`src/rtl/tgs_delay.sv`:
```
// ----------------------------------------------------------------------------
// tgs_delay: enabled delay line
// Moves a valid bit and a data word through DEPTH register stages.
// ----------------------------------------------------------------------------
module tgs_delay #(
  parameter int WIDTH = 8,
  parameter int DEPTH = 4
) (
  input  logic             clk,
  input  logic             rst,
  input  logic             en,
  input  logic             vld_in,
  input  logic [WIDTH-1:0] data_in,
  output logic             vld_out,
  output logic [WIDTH-1:0] data_out
);

  logic [WIDTH-1:0] data_q [DEPTH];
  logic [DEPTH-1:0] vld_q;

  always_ff @(posedge clk) begin
    if (rst) begin
      vld_q <= '0;
    end else if (en) begin
      vld_q <= {vld_q[DEPTH-2:0], vld_in};
    end
  end

  always_ff @(posedge clk) begin
    if (en) begin
      data_q[0] <= data_in;
      for (int k = 1; k < DEPTH; k++) begin
        data_q[k] <= data_q[k-1];
      end
    end
  end

  assign vld_out  = vld_q[DEPTH-1];
  assign data_out = data_q[DEPTH-1];

endmodule

```
`config.mk`:
```
export PLATFORM = sky130hd
export DESIGN_NAME = tgs_delay
export DESIGN_NICKNAME = d
export VERILOG_FILES = /design/src/rtl/tgs_delay.sv
export SDC_FILE = /design/constraint.sdc
export NUM_CORES = 1
export LEC_CHECK = 0
export BUFFER_PORTS_ARGS = -buffer_cell sky130_fd_sc_hd__buf_2
export CAP_MARGIN = 20
export CORE_AREA = 2 2 46 52
export DETAILED_ROUTE_END_ITERATION = 10
export DIE_AREA = 0 0 48 54
export PLACE_DENSITY = 0.77
export SETUP_SLACK_MARGIN = 0.05
export SLEW_MARGIN = 30
export SYNTH_ARGS = -nofsm -noshare
export SYNTH_HDL_FRONTEND = slang
export SYNTH_SLANG_ARGS = --single-unit
```
`constraint.sdc`:
```
create_clock -name clk -period 1.75 [get_ports clk]
set_clock_uncertainty 0.2 [all_clocks]
set_input_delay 0.175 -clock clk [delete_from_list [all_inputs] [get_ports clk]]
set_output_delay 0.175 -clock clk [all_outputs]
set_load 0.01 [all_outputs]
```
# Word level (Yosys, flattened, before mapping)
# Memory sizes are Yosys's and may differ from the RTL's.
# Index checks and enable logic that the tools add are counted.
# op_classes
n_mux,2
# op_table
cell,n
1-bit two-way mux,2
# totals
register_bits,4
ram_bits,32
inputBits,12
out_inout_bits,9
n_memories,1
# mem_list
name,words,width,read_ports,rd_clocked_by_memory_dff,wr,line_no,text
data_q,4,8,4,0,4,18,logic [WIDTH-1:0] data_q [DEPTH];

# Depth between registers and ports, before layout
# logic_depth
word_depth,2
ltp_mapped,3
ltp_nobuf,2

# Least setup slack after synthesis
# OpenSTA, ideal clock, no wires.
# synth_path
path_kind,input to register
startpoint,input port en
endpoint,register vld_q[0]
setup_ps,114
t_arrival_ps,539
required_ps,1436
setup_slack_ps,897
stages,3
path_buffers,1
cell_sequence,clkbuf_2 -> mux2i_1 -> nor2_1
# synth_rtl
item,line_no,text
"start, declared",11,"input logic en,"
"end signal, assigned",25,"vld_q <= {vld_q[DEPTH-2:0], vld_in};"
"end, declared",19,logic [DEPTH-1:0] vld_q;

==> impl_metrics.ini <==
[worst_hold_path]
hold_depth = 1
min_from = en
hp-class = in -> reg

[logic_synthesis]
postSynthAreaPerCell_um2 = 24.47
synth.distinct_cells = 5
synthesis.instances = 45
yosysWarningCount = 0
ys_ff_latch = 36
syn-num-nets = 57
synthesis.area_um2 = 1101
synth.yosys.seq_area_share = 0.9455

[die]
pin_count = 21
die_w_um = 48
num_rows = 18
initial_core_util = 0.5146
dieArea_um2 = 2592
dieHeight_um = 54
core_um2 = 2140

[worst_setup_path]
endpoint_kind = output port
cpMaxStageDelayCell = edfxtp_1
crit_fanout = 1
r2r-start = data_q[1][1]$_DFFE_PP_
critPathKind = reg -> out
path_depth = 1
startpoint = data_q[3][2]$_DFFE_PP_
reg2reg_depth = 0
critical-path-top-delay-family = flip-flops
required_ns = 1.37
max_stage_delay_ns = 0.37
crit_buf_inv = 1
crit_arrival_ns = 0.84
start_kind = flop
cp_cell_sequence = buf_2

[drt]
vias_per_cell = 4.570
vias = 521
ant_nets = 0
first_iter_violations = 7
drc = 0
wire_per_inst_um = 12.25
drt_pass1_iterations = 4
drt_wl_total_mm = 1.396

[timing]
slew_violations = 0
fin_crit_ns = 1.213
tightest_slew_ns = 0.3341
post-route-period-util = 0.6931
hold_viol_final = 0
fin_tns_setup_ns = 0
slew_headroom = 0.7772
rsz0062_at_grt = no
setup_viol = 0
fmax_mhz = 824.5

[power]
cellPowerDensity_nw_per_um2 = 1086
combinationalPowerShare = 0.046
ir_drop_v = 0.0007310
pwr-share-seq = 0.653
p_sw_frac = 0.1830
p_switching_mw = 0.2825
leakagePower_nw = 0.5493
internal_power_mw = 1.261
p_clk_frac = 0.300

[layout]
areaGrowthSynthToFinish_pct = 29.09
seq_area_um2 = 1041
multi_input_area_um2 = 55.05
drive_gt1_frac = 0.3571
fin_cells = 114
num_antenna_cells = 0
fill_cells = 146
nNetsFinal = 96

[global_routing]
grt_max_degree = 15
antenna_found_initial = 0
first_global_vias = 514
globalRouteOverflowTotal = 0
grt_pass1_wl_mm = 2.132
grt_usage = 0.1407

[job]
drv_cap = 0

[cts]
post_cts_buffers = 0
hold_buffers = 10
tritoncts = built
root_buffer = clkbuf_4
cts_resized = 0
clockBufferDepth = 2
cts_max_level = 2
cts_buffers = 5
path_clk_slew_ns = 0.09
clock_sinks = 36
clk-insertion-delay-late_ns = 0.32

[placement]
gp_congestion = 0.5587
dp.cells = 97
io_buffer_count = 20

[outcome]
status = completed
## final cells by class
| class | instances | share of cell area |
|---|---|---|
| clock buffer | 7 | 0.04577 |
| sequential | 36 | 0.7324 |
| multi-input combinational | 8 | 0.03873 |
| tap | 30 | 0.02641 |
| timing repair buffer | 33 | 0.1567 |
## metal layers
metal | part of all wire | track usage
met2 | 0.57 | 0.2444
met5 | 0 | 0
met3 | 0.074 | 0.09060
met4 | 0.030 | 0.09459
met1 | 0.32 | 0.1039
## kinds of logic after synthesis
kind of cell | synth area share
DFF | 0.9455
muxes | 0.03637
and+or+nand+nor | 0.01363
buffers and inverters | 0.004541
## through the flow
| step | cell area [um2] | power, mW | setup slack [ns] | hold slack [ns] | utilization |
|---|---|---|---|---|---|
| 2_1_floorplan | 1101 | 1.038 | 0.8969 | 0.04738 | - |
| 3_3_place_gp | 1256 | 1.076 | 0.5528 | 0.1515 | 0.5871 |
| 3_5_place_dp | 1256 | 1.083 | 0.5160 | 0.1531 | 0.5871 |
| 4_1_cts | 1421 | 1.557 | 0.5088 | 0.05971 | 0.6643 |
| 5_1_grt | 1421 | 1.611 | 0.4562 | 0.05483 | 0.6643 |
| 6_report | 1421 | 1.543 | 0.5371 | 0.07355 | 0.6643 |
## final timing paths
check                                              end  slack [ns]
worst min register to register  data_q[1][2]$_DFFE_PP_        0.23
worst min-delay path            data_q[2][5]$_DFFE_PP_        0.07
worst max-delay path                       data_out[2]        0.54
worst max register to register  data_q[2][1]$_DFFE_PP_        0.91
## flip-flops by register name, summed over array words and instances, names as in the netlist
| signal | flops |
|---|---|
| vld_q | 4 |
| data_q | 32 |
## power groups by stage
stage / Combinational, mW / Clock (mW) / Sequential [mW]
2_1_floorplan: 0.00739 / 0 / 1.03
3_3_place_gp: 0.0514 / 0 / 1.02
3_5_place_dp: 0.0541 / 0 / 1.03
4_1_cts: 0.0708 / 0.477 / 1.01
5_1_grt: 0.0788 / 0.517 / 1.01
6_report: 0.0715 / 0.463 / 1.01
## Yosys cell counts (all sizes together)
cell type | instances | area share
dfxtp | 4 | 0.073
clkbuf | 1 | 0.0045
nor2 | 4 | 0.014
edfxtp | 32 | 0.87
mux2i | 4 | 0.036
## cells in the final DEF (no fill, tap or decap)
master / Yosys / routed
dfxtp_1: 4 / 4
dlygate4sd3_1: 0 / 10
clkbuf_8: 0 / 2
clkbuf_4: 0 / 5
edfxtp_1: 32 / 32
mux2i_1: 4 / 4
buf_2: 0 / 20
buf_4: 0 / 3
nor2_1: 4 / 4
Power figures use the tool's default switching activity.
