$ cat src/rtl/tgs_pkg.sv
// ----------------------------------------------------------------------------
// tgs_pkg: shared types and constants of the trilinear grid sampler
// Holds the payload types, the register indexes and the fixed widths.
// ----------------------------------------------------------------------------
package tgs_pkg;

  localparam int POS_W       = 24;
  localparam int VAL_W       = 8;
  localparam int STORE_AW    = 12;
  localparam int STORE_DEPTH = 1 << STORE_AW;
  localparam int CNT_W       = 5;
  localparam int CNTS_W      = 3 * CNT_W;
  localparam int FRAC_BITS   = 12;
  localparam int BLEND_SHIFT = 3 * FRAC_BITS;
  localparam int SUM_W       = BLEND_SHIFT + VAL_W;
  localparam int CFG_IDX_W   = 3;
  localparam int CFG_DATA_W  = POS_W;
  localparam int MAX_DIM_DEF = 16;

  typedef enum logic [CFG_IDX_W-1:0] {
    REG_MIN_X       = 3'd0,
    REG_MIN_Y       = 3'd1,
    REG_MIN_Z       = 3'd2,
    REG_MAX_X       = 3'd3,
    REG_MAX_Y       = 3'd4,
    REG_MAX_Z       = 3'd5,
    REG_GRID_COUNTS = 3'd6
  } cfg_reg_e;

  localparam logic ACT_WRITE  = 1'b0;
  localparam logic ACT_SAMPLE = 1'b1;

  typedef struct packed {
    logic                    action;
    logic [STORE_AW-1:0]     entry_index;
    logic [VAL_W-1:0]        entry_value;
    logic signed [POS_W-1:0] pos_x;
    logic signed [POS_W-1:0] pos_y;
    logic signed [POS_W-1:0] pos_z;
  } req_t;

  typedef struct packed {
    logic [VAL_W-1:0] visibility_out;
  } rsp_t;

  // Item control that travels with every pipeline stage.
  typedef struct packed {
    logic                act;
    logic [STORE_AW-1:0] idx;
    logic [VAL_W-1:0]    val;
    logic                zc;
  } item_t;

endpackage

$ cat src/rtl/tgs_div.sv
// ----------------------------------------------------------------------------
// tgs_div: pipelined restoring divider
// Produces one quotient bit per stage; the quotient must fit in QW bits.
// ----------------------------------------------------------------------------
module tgs_div
  import tgs_pkg::*;
#(
  parameter int NB = 4
) (
  input  logic                          clk,
  input  logic                          en,
  input  logic [POS_W+NB-1:0]           prod,
  input  logic [POS_W-1:0]              den,
  output logic [NB+FRAC_BITS-1:0]       quo
);

  localparam int QW = NB + FRAC_BITS;
  localparam int DW = POS_W;

  logic [DW-1:0] rem_q [QW];
  logic [DW-1:0] den_q [QW];
  logic [QW-1:0] low_q [QW];
  logic [QW-1:0] quo_q [QW];

  for (genvar k = 0; k < QW; k++) begin : g_step
    logic [DW-1:0] rem_i;
    logic [DW-1:0] den_i;
    logic [QW-1:0] low_i;
    logic [QW-1:0] quo_i;
    logic [DW:0]   trial;

    if (k == 0) begin : g_first
      // The numerator is prod shifted left by the fraction bits.
      assign rem_i = prod[POS_W+NB-1:NB];
      assign den_i = den;
      assign low_i = {prod[NB-1:0], {FRAC_BITS{1'b0}}};
      assign quo_i = '0;
    end else begin : g_next
      assign rem_i = rem_q[k-1];
      assign den_i = den_q[k-1];
      assign low_i = low_q[k-1];
      assign quo_i = quo_q[k-1];
    end

    assign trial = {rem_i, low_i[QW-1]};

    always_ff @(posedge clk) begin
      if (en) begin
        den_q[k] <= den_i;
        low_q[k] <= {low_i[QW-2:0], 1'b0};
        if (trial >= {1'b0, den_i}) begin
          rem_q[k] <= DW'(trial - {1'b0, den_i});
          quo_q[k] <= {quo_i[QW-2:0], 1'b1};
        end else begin
          rem_q[k] <= DW'(trial);
          quo_q[k] <= {quo_i[QW-2:0], 1'b0};
        end
      end
    end
  end

  assign quo = quo_q[QW-1];

endmodule

$ cat config.mk
export PLATFORM = sky130hd
export DESIGN_NAME = tgs_div
export DESIGN_NICKNAME = d
export VERILOG_FILES = /design/src/rtl/tgs_pkg.sv /design/src/rtl/tgs_div.sv
export SDC_FILE = /design/constraint.sdc
export NUM_CORES = 2
export LEC_CHECK = 0
export BUFFER_PORTS_ARGS = -buffer_cell sky130_fd_sc_hd__buf_2
export CAP_MARGIN = 20
export CORE_MARGIN = 2
export CORE_UTILIZATION = 47
export CTS_CLUSTER_SIZE = 24
export DETAILED_ROUTE_END_ITERATION = 8
export GPL_ROUTABILITY_DRIVEN = 0
export SLEW_MARGIN = 20
export SYNTH_ARGS = -nofsm -noshare
export SYNTH_HDL_FRONTEND = slang
export SYNTH_SLANG_ARGS = --single-unit
$ cat constraint.sdc
create_clock -name clk -period 3.26 [get_ports clk]
set_input_delay 0.815 -clock clk [delete_from_list [all_inputs] [get_ports clk]]
set_output_delay 0.815 -clock clk [all_outputs]
set_load 0.02 [all_outputs]
**Word level (Yosys, flattened, before mapping)**

Memory sizes are Yosys's and may differ from the RTL's.
Cells that the tools add are included.
Widths: inputs -> output; s select.

- $add $sub $neg: 16
- Multiply operators: 0
- Div/mod/pow operators: 0
- Magnitude comparators: 16
- Eq/ne operators: 0
- Shift operators: 0
- Mux-type cells: 130
- Bitwise gates (word level): 32
- Reduce and logical (&&, ||, !) cells: 0

Operator list:

| kind | count |
|---|---|
| $ge 25x24->1 | 16 |
| $mux 24 | 16 |
| $sub 24x24->24 | 16 |
| $mux 16 | 16 |
| $mux 1 | 98 |
| $or 1x1->1 | 32 |

- Flip-flop bits (word level): 0
- Bits in latches: 0
- Memory bits (writable): 1264
- Memory bits (read-only): 0
- Bits of input ports: 54
- Memories: 4

Memory list:

| name | depth | width | rd ports | clocked after Yosys merged registers in | wr ports | line | text |
|---|---|---|---|---|---|---|---|
| den_q | 16 | 24 | 15 | 0 | 16 | tgs_div.sv:21 | `logic [DW-1:0] den_q [QW];` |
| rem_q | 16 | 24 | 15 | 0 | 16 | tgs_div.sv:20 | `logic [DW-1:0] rem_q [QW];` |
| quo_q | 16 | 16 | 16 | 0 | 16 | tgs_div.sv:23 | `logic [QW-1:0] quo_q [QW];` |
| low_q | 16 | 15 | 15 | 0 | 16 | tgs_div.sv:22 | `logic [QW-1:0] low_q [QW];` |

**Depth between registers and ports, before layout**

An unclocked memory read counts as a cell.

- Depth after elaboration: 6
- Mapped depth: 13

**Worst setup path before layout**

OpenSTA, ideal clock, no wires.

- Path type: input port to flip-flop
- Start point: input port prod[3]
- End point: memory rem_q[0][18] (netlist name) (data pin)
- Arrival: 3.189 ns
- Required time: 3.000 ns
- Setup slack: -0.188 ns
- Cell stages on the path: 13
- Path through: inv_1 -> ha_1 -> inv_1 -> fa_1 -> a211oi_1 -> o21ai_0 -> nand4_1 -> a31oi_1 -> a221o_1 -> a21bo_2 -> a21oi_1 -> xnor2_1 -> mux2_2

RTL lines:

| item | line | text |
|---|---|---|
| from (decl) | tgs_div.sv:12 | `input logic [POS_W+NB-1:0] prod,` |
| to (decl) | tgs_div.sv:20 |  |

==> impl_metrics.toml <==
[routing]
route.vias.total = 33496
firstDrtPassIters = 5
detail_route.wirelength_mm = 103
drt_first_iter_violations = 1382
number_of_vias_per_cell_after_detailed_routing = 5.36
drc = 0
postRouteAntennaNets = 0
post_drt_wl_per_cell_um = 16.4

[critical_path]
setup.worst_path.class = "flop to flop"
worst_r2r_path_depth = 13
start_kind = "flop"
cpMostUsedCell = "sky130_fd_sc_hd__o31a_1"
r2r_end = "rem_q[1][75]"
cp_top_family = "compound AO/OA/AOI/OAI gates"
startpoint_of_the_worst_setup_timing_path = "rem_q[1][48]"
ff2ff_setup_slack_ps = -140
worstPathBufferInverterCount = 3
worst_setup_path_endpoint = "rem_q[1][75]"
worst_path_max_delay_cell = "sky130_fd_sc_hd__edfxtp_1"
worstSetupEndpointType = "flop"
timing.rr.start = "rem_q[1][48]"
cp.depth = 13
critical_path.max_stage_delay_ps = 430
crit_arrival_ps = 3810
crit_fanout = 18
timing.critical_path.required_ps = 3670
cp_cell_sequence = "ha_4, nor2b_4, o31a_1, o41a_1, a311oi_1, buf_4, o31a_1, o211ai_1, a211oi_4, buf_6, buf_12, a211oi_1, a21o_1"

[pwr]
leakagePower_nw = 24.7
power.share.combinational_pct = 48.3
total_power_w = 0.0540
clock_power_share_pct = 19.2
p_int_w = 0.0355
vdd.ir_drop.worst_uv = 520
sequentialPowerShare_pct = 32.5
netSwitchingPower_w = 0.0185
p_per_area_mw_per_mm2 = 917
power_switching_share_pct = 34.3

[sta]
hold-worst-slack_ps = 324
final_min_period_over_clock_period_pct = 104
grt_setup_unrepaired = "yes"
slew_violations = 0
setup-violations-final = 59
timing_worst_slew_pin_value_ps = 837
fin_ws_ps = -138
max_freq_mhz = 294
final_period_minus_worst_setup_slack_ps = 3400
hold_violations = 0
fin_skew_ps = 29.2
slew_headroom_pct = 44.2

[synth]
ys_async_sr_fraction_pct = 0
synth-simple-area-share_pct = 8.64
netlist-cell-type-count = 86
synthesized_instance_count = 4304
syn_area_per_cell_um2 = 11.5
number_of_enable_flip_flop_cells_after_synthesis = 861
synth_seq_cells = 862
ys_dominant_reg_cell = "sky130_fd_sc_hd__edfxtp_1"
yosysSeqAreaShare_pct = 52.3
dominant_combinational_cell_family_by_area_after_synthesis = "compound AO/OA/AOI/OAI gates"
post_synth_fa_ha_maj_area_fraction_pct = 10.3
synth_compound_gate_area_share_pct = 13.8
syn-num-nets = 4756
synth_xor_xnor_area_share_pct = 4.76
synth_mux_area_share_pct = 5.53
syn-cell-area_mm2 = 0.0495
ys_warn_count = 0

[floorplan]
placeableCoreArea_mm2 = 0.105
floorplan.die.width_um = 328
io_pins = 70
die_h_um = 328
fp.dieArea_mm2 = 0.108
std_cell_rows = 119
effective_utilization_at_floorplan_pct = 47.2

[clock_network]
cts_htree_levels = 3
cts_hold_buffers = 0
clk-insertion-delay-late_ps = 670
tritoncts.num_buffers = 97
cts_tree = "done"
worst_path_clk_slew_ps = 60
cts.sinks = 862
max-clock-path-buffers = 3
root_buffer = "sky130_fd_sc_hd__clkbuf_16"

[place]
hpwl_mm = 75.8
place_area_mm2 = 0.0542
port-buffer-count = 69

[global_routing]
grt.total_usage_pct = 18.8
maximum_number_of_pins_on_one_net_before_global_route_repair = 145
first_global_vias = 34902
grt_pass1_wl_mm = 163
grt_antenna_before_repair = 0
overflow = 0

[cells_and_area]
layout.cells.most_common = "sky130_fd_sc_hd__edfxtp_1"
area_taken_by_multi_input_logic_gates_mm2 = 0.0223
num-fill-cells = 8771
nets = 5231
layout-drive-gt1-share_pct = 20.4
final_core_util_pct = 56.2
antenna_cells = 0
final-seq-area_mm2 = 0.0259
layout-area-overhead-vs-synth_pct = 19.0
finish.instance_area_mm2 = 0.0589
layout_common_cells = "sky130_fd_sc_hd__edfxtp_1, sky130_fd_sc_hd__inv_1, sky130_fd_sc_hd__ha_1"

[status]
run_status = "complete, but fails checks"
violations = "negative setup slack"

[run]
cap_violations = 0

[hold_path]
hold_class = "input port to flop"
==> how the worst min path moves through the flow <==
stage / cells after the start / end / slack, ps / start
final: 1 / den_q[0][15] / 320 / den[15]
after global routing: 1 / low_q[0][13] / 290 / prod[1]
after CTS: 1 / den_q[0][15] / 270 / den[15]
after detailed placement: 0 / quo_q[1][100] / 400 / quo_q[1][83]
after global placement: 0 / quo_q[1][101] / 400 / quo_q[1][84]
after floorplan: 0 / low_q[0][28] / 400 / low_q[0][12]
==> routing by layer <==
metal	vias to the layer above	GRT usage (%)	wire length, µm
met5	-	0	0
met3	338	2.60	2850
li1	16722	-	-
met1	15875	16.1	33500
met4	0	13.5	7400
met2	561	38.7	59000
==> synth_stat cells, types with 19 or more instances <==
library cell | count | area [µm²]
sky130_fd_sc_hd__a21o_1 | 148 | 1110
sky130_fd_sc_hd__and2_1 | 30 | 188
sky130_fd_sc_hd__nand3_1 | 62 | 310
sky130_fd_sc_hd__xor2_1 | 91 | 797
sky130_fd_sc_hd__a211oi_1 | 33 | 248
sky130_fd_sc_hd__xnor2_1 | 178 | 1560
sky130_fd_sc_hd__nand2_1 | 204 | 766
sky130_fd_sc_hd__edfxtp_1 | 861 | 25900
sky130_fd_sc_hd__clkbuf_1 | 58 | 218
sky130_fd_sc_hd__nand4_1 | 45 | 282
sky130_fd_sc_hd__o31a_1 | 19 | 166
sky130_fd_sc_hd__inv_1 | 494 | 1850
sky130_fd_sc_hd__o21a_1 | 60 | 450
sky130_fd_sc_hd__nor2b_1 | 53 | 332
sky130_fd_sc_hd__and3_1 | 29 | 181
sky130_fd_sc_hd__nor2_1 | 280 | 1050
sky130_fd_sc_hd__o31ai_1 | 20 | 150
sky130_fd_sc_hd__o21bai_1 | 31 | 233
sky130_fd_sc_hd__mux2_2 | 222 | 2500
sky130_fd_sc_hd__ha_1 | 383 | 4790
sky130_fd_sc_hd__nand2b_1 | 47 | 294
sky130_fd_sc_hd__a21oi_1 | 322 | 1610
sky130_fd_sc_hd__o211ai_1 | 24 | 180
sky130_fd_sc_hd__a31oi_1 | 36 | 225
sky130_fd_sc_hd__nor3_1 | 64 | 320
sky130_fd_sc_hd__o21ai_0 | 193 | 966
==> cells by family (layout without fill, tap and decap cells) <==
logic type / count (synthesis) / count (layout)
AOI/OAI and AO/OA: 1052 / 1052
and+or+nand+nor: 892 / 892
DFF: 862 / 862
buffers and inverters: 586 / 1137
adders and majority gates: 398 / 398
xor gates and xnor gates: 269 / 269
muxes: 245 / 245
==> flip-flops by register name (all words and copies together) (netlist names) <==
register,cells
quo_q,136
den_q,360
rem_q,360
low_q,6
==> cell type report <==
cell class	count	share of cell area [%]
clock buffer	127	4.42
clock inverter	48	0.674
inverter	494	3.15
multi-input combinational	2856	37.9
sequential	862	44.0
tap	1391	2.96
timing repair buffer	468	6.98
==> worst register-to-register path, cell delays in order (launching register included) <==
cell and delay, ps:
sky130_fd_sc_hd__edfxtp_1 430, sky130_fd_sc_hd__ha_4 260, sky130_fd_sc_hd__nor2b_4 120, sky130_fd_sc_hd__o31a_1 260, sky130_fd_sc_hd__o41a_1 420, sky130_fd_sc_hd__a311oi_1 310
sky130_fd_sc_hd__buf_4 170, sky130_fd_sc_hd__o31a_1 150, sky130_fd_sc_hd__o211ai_1 210, sky130_fd_sc_hd__a211oi_4 290, sky130_fd_sc_hd__buf_6 150, sky130_fd_sc_hd__buf_12 150
sky130_fd_sc_hd__a211oi_1 90, sky130_fd_sc_hd__a21o_1 150
==> per-stage QoR <==
stage               setup TNS [ps]  setup WS, ps  std cells
floorplan                        0          2.78       4304
global placement            -16020          -438       6020
detailed placement          -22360          -421       6020
CTS                          -5370          -156       6216
global route                 -8670          -254       6246
finish                       -3300          -138       6246
==> power groups by stage <==
stage | clock (W) | combinational [W] | sequential (W)
after CTS | 0.0107 | 0.0248 | 0.0175
after global routing | 0.0111 | 0.0288 | 0.0179
after global placement | 0 | 0.0234 | 0.0177
after detailed placement | 0 | 0.0237 | 0.0177
after floorplan | 0 | 0.0176 | 0.0173
final | 0.0104 | 0.0261 | 0.0176
==> what timing repair did <==
item | 4_1_cts | 5_1_grt
pin swaps | 15 | 70
endpoints found under the setup margin | 155 | 236
cloned | 9 | 6
resized for setup | 75 | 169
buffers inserted | 14 | 27
hold endpoints to repair | 0 | 0
No activity file was read; power rests on OpenSTA's default activity.
